$ cat src/rtl/stack_calculator_assert.svh
// Assertion macros used by the stack calculator datapath.
// Depends on the asserting module naming its clock i_clk and its reset i_rst_n.
`ifndef STACK_CALCULATOR_ASSERT_SVH
`define STACK_CALCULATOR_ASSERT_SVH

// Same-cycle implication, disabled while reset is low.
`define SC_ASSERT_IMP(lbl, ante, cons, msg) \
    lbl: assert property (@(posedge i_clk) disable iff (!i_rst_n) (ante) |-> (cons)) \
        else $error(msg);

// Next-cycle implication, disabled while reset is low.
`define SC_ASSERT_NXT(lbl, ante, cons, msg) \
    lbl: assert property (@(posedge i_clk) disable iff (!i_rst_n) (ante) |=> (cons)) \
        else $error(msg);

`endif

$ cat src/rtl/sc_pkg.sv
// Package for the stack calculator: sizes, operation and status codes,
// controller states and the controller/datapath command and status structs.
// No dependencies.
package sc_pkg;

    localparam int STACK_DEPTH = 128;
    localparam int DATA_W      = 32;
    localparam int OP_W        = 3;
    localparam int STATUS_W    = 3;
    localparam int DEPTH_OUT_W = 8;
    localparam int CNT_W       = $clog2(STACK_DEPTH + 1);
    localparam int ADDR_W      = $clog2(STACK_DEPTH);

    typedef enum logic [OP_W-1:0] {
        OP_PUSH = 3'd0,
        OP_POP  = 3'd1,
        OP_ADD  = 3'd2,
        OP_SUB  = 3'd3,
        OP_MUL  = 3'd4,
        OP_DIV  = 3'd5
    } t_op;

    typedef enum logic [STATUS_W-1:0] {
        ST_OK        = 3'd0,
        ST_UNDERFLOW = 3'd1,
        ST_OVERFLOW  = 3'd2,
        ST_DIVZERO   = 3'd3,
        ST_INVALID   = 3'd4
    } t_status;

    typedef enum logic [1:0] {
        CNT_HOLD,
        CNT_INC,
        CNT_DEC,
        CNT_DEC2
    } t_cnt_op;

    typedef enum logic {
        RD_TOP,
        RD_SECOND
    } t_rd_sel;

    typedef enum logic [3:0] {
        S_IDLE,
        S_DECODE,
        S_POP_RD,
        S_RD_B,
        S_RD_A,
        S_EXEC,
        S_DIV,
        S_WRITE,
        S_FINISH
    } t_state;

    // Controller to datapath
    typedef struct packed {
        logic    in_ready;
        logic    load_in;
        logic    rd_en;
        t_rd_sel rd_sel;
        logic    push_wr;
        logic    res_wr;
        t_cnt_op cnt_op;
        logic    cap_b;
        logic    cap_a;
        logic    exec_arith;
        logic    div_start;
        logic    div_cap;
        logic    res_from_rd;
        logic    set_status;
        t_status status;
        logic    out_load;
    } t_dp_cmd;

    // Datapath to controller
    typedef struct packed {
        logic            in_valid;
        logic [OP_W-1:0] op;
        logic            cnt_zero;
        logic            cnt_lt2;
        logic            cnt_full;
        logic            b_zero;
        logic            div_done;
        logic            out_free;
    } t_dp_stat;

endpackage

$ cat src/rtl/sc_controller.sv
// Stack calculator controller: sequences one command at a time through
// decode, stack reads, execute, write-back and result hand-off. Depends on sc_pkg.
module sc_controller (
    input  logic             i_clk,
    input  logic             i_rst_n,
    input  sc_pkg::t_dp_stat i_stat,
    output sc_pkg::t_dp_cmd  o_cmd
);
    import sc_pkg::*;

    t_state r_state;
    t_state n_state;

    // State register
    always_ff @(posedge i_clk) begin
        if (!i_rst_n) begin
            r_state <= S_IDLE;
        end else begin
            r_state <= n_state;
        end
    end

    // Next state and commands
    always_comb begin
        n_state = r_state;
        o_cmd   = '0;
        unique case (r_state)
            S_IDLE: begin
                o_cmd.in_ready = 1'b1;
                if (i_stat.in_valid) begin
                    o_cmd.load_in = 1'b1;
                    n_state       = S_DECODE;
                end
            end
            S_DECODE: begin
                o_cmd.set_status = 1'b1;
                o_cmd.status     = ST_OK;
                unique case (i_stat.op) inside
                    OP_PUSH: begin
                        if (i_stat.cnt_full) begin
                            o_cmd.status = ST_OVERFLOW;
                        end else begin
                            o_cmd.push_wr = 1'b1;
                            o_cmd.cnt_op  = CNT_INC;
                        end
                        n_state = S_FINISH;
                    end
                    OP_POP: begin
                        if (i_stat.cnt_zero) begin
                            o_cmd.status = ST_UNDERFLOW;
                            n_state      = S_FINISH;
                        end else begin
                            o_cmd.rd_en  = 1'b1;
                            o_cmd.rd_sel = RD_TOP;
                            o_cmd.cnt_op = CNT_DEC;
                            n_state      = S_POP_RD;
                        end
                    end
                    OP_ADD, OP_SUB, OP_MUL, OP_DIV: begin
                        if (i_stat.cnt_lt2) begin
                            o_cmd.status = ST_UNDERFLOW;
                            n_state      = S_FINISH;
                        end else begin
                            o_cmd.rd_en  = 1'b1;
                            o_cmd.rd_sel = RD_TOP;
                            n_state      = S_RD_B;
                        end
                    end
                    default: begin
                        o_cmd.status = ST_INVALID;
                        n_state      = S_FINISH;
                    end
                endcase
            end
            S_POP_RD: begin
                o_cmd.res_from_rd = 1'b1;
                n_state           = S_FINISH;
            end
            S_RD_B: begin
                o_cmd.cap_b  = 1'b1;
                o_cmd.rd_en  = 1'b1;
                o_cmd.rd_sel = RD_SECOND;
                n_state      = S_RD_A;
            end
            S_RD_A: begin
                o_cmd.cap_a = 1'b1;
                n_state     = S_EXEC;
            end
            S_EXEC: begin
                if (i_stat.op == OP_DIV) begin
                    if (i_stat.b_zero) begin
                        o_cmd.set_status = 1'b1;
                        o_cmd.status     = ST_DIVZERO;
                        o_cmd.cnt_op     = CNT_DEC2;
                        n_state          = S_FINISH;
                    end else begin
                        o_cmd.div_start = 1'b1;
                        n_state         = S_DIV;
                    end
                end else begin
                    o_cmd.exec_arith = 1'b1;
                    n_state          = S_WRITE;
                end
            end
            S_DIV: begin
                if (i_stat.div_done) begin
                    o_cmd.div_cap = 1'b1;
                    n_state       = S_WRITE;
                end
            end
            S_WRITE: begin
                // two operands off, result on: net one entry fewer
                o_cmd.res_wr = 1'b1;
                o_cmd.cnt_op = CNT_DEC;
                n_state      = S_FINISH;
            end
            S_FINISH: begin
                if (i_stat.out_free) begin
                    o_cmd.out_load = 1'b1;
                    n_state        = S_IDLE;
                end
            end
            default: begin
                n_state = S_IDLE;
            end
        endcase
    end

endmodule

$ cat config.mk
export PLATFORM = sky130hd
export DESIGN_NAME = sc_controller
export DESIGN_NICKNAME = d
export VERILOG_FILES = /design/src/rtl/stack_calculator_assert.svh /design/src/rtl/sc_pkg.sv /design/src/rtl/sc_controller.sv
export SDC_FILE = /design/constraint.sdc
export NUM_CORES = 1
export LEC_CHECK = 0
export BUFFER_PORTS_ARGS = -buffer_cell sky130_fd_sc_hd__buf_2
export CAP_MARGIN = 25
export CORE_ASPECT_RATIO = 0.9
export CORE_MARGIN = 3
export CORE_UTILIZATION = 30
export DETAILED_ROUTE_END_ITERATION = 8
export PLACE_DENSITY = 0.6
export SYNTH_ARGS = -nofsm -noshare
export SYNTH_HDL_FRONTEND = slang
export SYNTH_SLANG_ARGS = --single-unit
$ cat constraint.sdc
create_clock -name i_clk -period 1.7 [get_ports i_clk]
set_input_delay 0.085 -clock i_clk [delete_from_list [all_inputs] [get_ports i_clk]]
set_output_delay 0.085 -clock i_clk [all_outputs]
set_load 0.03 [all_outputs]
==> metrics.txt <==
DR pass1 iterations 4; Yosys cell types 34; DRC 0; ANT cells 0; largest net degree at the start of global routing 15; Skew-Pair Late Insertion Delay 0.23 ns; most used cell, CP or3_4; crit-path max FO 4; vias in the first global route approximately 640; internal power about 310 uW; post-synthesis adder-cell area fraction 0%; worst hold start i_rst_n; CTS Sinks 4; Avg Cell Area, Syn 6.91 um^2; Synth Register Bits 4; total CTS buffers 3; CP max stage cell or3_4; Reg power frac about a fifth; Crit. path cell count 5; hold crit path type in -> reg; Worst EP required 1.62 ns; die span in x ~50 um; reg2reg start r_state[2]; Worst path max stage delay 0.39 ns; fin crit share 108%; CTS tree built; sequential area share after synthesis 15.5%; setup TNS -0.469 ns; Buf/Inv on CP 1; switch share 40.5%; ys flop type dfxtp_1; # nets final roughly 130; initial DRC count 9; CTS H-Tree Depth 1; Post-Syn Instances 75; Largest register FFs 4; Final WS setup -0.131 ns; Tmin final 1.83 ns; first-pass GRT wire length 2680 um; relative slew slack 76.3%; GRT Total Usage 15.0%; Hold Fails Final Rpt 0; Setup-failing EPs final 5; # IOs 31; total power 525 uW; GR Overflow Total 0; CP top delay family simple AND/OR/NAND/NOR gates; yosys warns 0; largest family of logic cells by synthesized area simple AND/OR/NAND/NOR gates; status complete, but fails checks; die height roughly 45 um; Logic pwr share 57.5%; Arrival @ worst endpoint 1.75 ns; fmax 546 MHz; Setup crit start kind register; Routed Antenna Nets 0; synthesized cell area just over 500 um^2; Design Area, Final 908 um^2; R2R cell count 4; cts hold-fix bufs 0; unrepaired setup endpoints after global routing yes; fill count 156; via count 707; Crit Path Class reg -> out; dpl hpwl roughly 1300 um; Synth Area in Simple Gates a little under half; leakage power 0.000421 uW; Worst Skew 0.00172 ns; count leader, synth nor3_1; area grow syn2layout 75.4%; Slew Viols, Final 0; WHS Path Cells 2; core region area between 1500 and 2000 um^2; largest cells by area after synthesis dfxtp_1 (15%), nor3_1 (7.7%), nand2b_1 (6.0%); Clk pwr share 21.5%; crit end category output pin; async set-or-reset flop fraction in the synthesized netlist 0%; EDFF count, synth 0; CTS Buffer Depth 2; Hold Worst Slack 0.139 ns; Least-Margin Pin Slew between 0.3 and 0.4 ns; PwrDens around 580 nW/um^2; RD Place Congestion 0.793; synthesized net count 87; Via density 5.16; port buffer count 30; Reg with most FFs r_state; row cnt 13; CTS clock-pin slew for the worst setup and hold paths 0.04 ns; MaxCap Viol Count 0; XOR/XNOR share of the synthesized area around 1.7%; Crit. Startpoint r_state[2]; cell taking the most area after synthesis dfxtp_1; WL/cell around 12 um; initial antenna violation count 0; Top Registers r_state: 4 flops; initial core utilization between 30% and 40%; die footprint approximately 2300 um^2; placed cell areas 786 um^2; Yosys top cell area share around 15%; Root Buffer clkbuf_4; Max VDD drop around 0.52 mV; failing checks setup timing; Synth top cells by count nor3_1 (8), nor2_1 (6), nand2b_1 (5); post-synthesis mux area share between 1.5 and 2%; Sw Pwr between 200 and 250 uW; final wirelength 1710 um; area fraction in compound gates after synthesis around a quarter; CP Cell Sequence nand2b_4 > or3_4 > or3_4 > o31ai_4 > buf_6; proportion of layout cells with a drive suffix above 1 around 56%
layer usage:
metal  track usage (%)  vias up  wire (um)  part of all wire, %
met5                 0        -          0                    0
met4              6.63        0          0                    0
met3             0.328        0         49                  2.9
met2              25.6       11        852                   50
met1              20.2      337        805                   47
li1                  -      359          -                    -
cells in the final DEF, fill, tap and decap left out, types with 2 or more instances in the layout:
cell	netlist	final
nand2_2	0	2
nor4b_2	0	2
a21oi_1	4	4
or3_4	2	2
buf_2	2	23
nor3_1	8	6
buf_4	1	16
nand2b_1	5	5
buf_6	0	4
nor3_2	0	2
o21ai_0	4	4
o31ai_4	0	2
clkbuf_4	0	4
dfxtp_2	0	2
nor2_1	6	6
inv_1	4	4
dfxtp_1	4	2
nand3b_1	2	2
final cells by class:
| cell class | count | area, um^2 | share of cell area, % |
|---|---|---|---|
| Timing Repair Buffer | 44 | 288 | 31.7 |
| Inverter | 4 | 15.0 | 1.65 |
| Multi-Input combinational cell | 60 | 473 | 52.1 |
| Clock buffer | 3 | 22.5 | 2.48 |
| Sequential cell | 4 | 82.6 | 9.09 |
| Tap cell | 22 | 27.5 | 3.03 |
what timing repair did:
| item | CTS | global route |
|---|---|---|
| pin swaps | 0 | 3 |
| buffers inserted | 1 | 4 |
| setup endpoints to repair | 7 | 9 |
| gates resized for setup | 10 | 11 |
metrics by stage:
stage | utilization, % | setup slack (ns) | instances
floorplan | - | -0.0427 | 75
global placement | 51.4 | 0.0343 | 129
detailed placement | 51.4 | -0.0443 | 129
CTS | 55.9 | -0.138 | 133
global route | 59.4 | -0.194 | 137
finish | 59.4 | -0.131 | 137
kinds of logic after synthesis:
family / after synthesis
AO/OA/AOI/OAI: 20
buffers and inverters: 11
XOR/XNOR: 1
multiplexers: 1
AND/OR/NAND/NOR: 38
flip-flops: 4
power by group through the flow:
stage / Sequential, uW / Clock, uW / Combinational [uW]
floorplan: 112 / 0 / 171
global placement: 110 / 0 / 255
detailed placement: 110 / 0 / 258
CTS: 109 / 123 / 270
global route: 112 / 125 / 325
finish: 110 / 113 / 302
final timing paths:
check | end | slack [ns]
worst max-delay path | o_cmd[11] | -0.13
worst min-delay path | r_state[3] | 0.14
worst max register to register | r_state[3] | 0.35
worst min register to register | r_state[2] | 0.67
(Power assumes the default switching activity.)
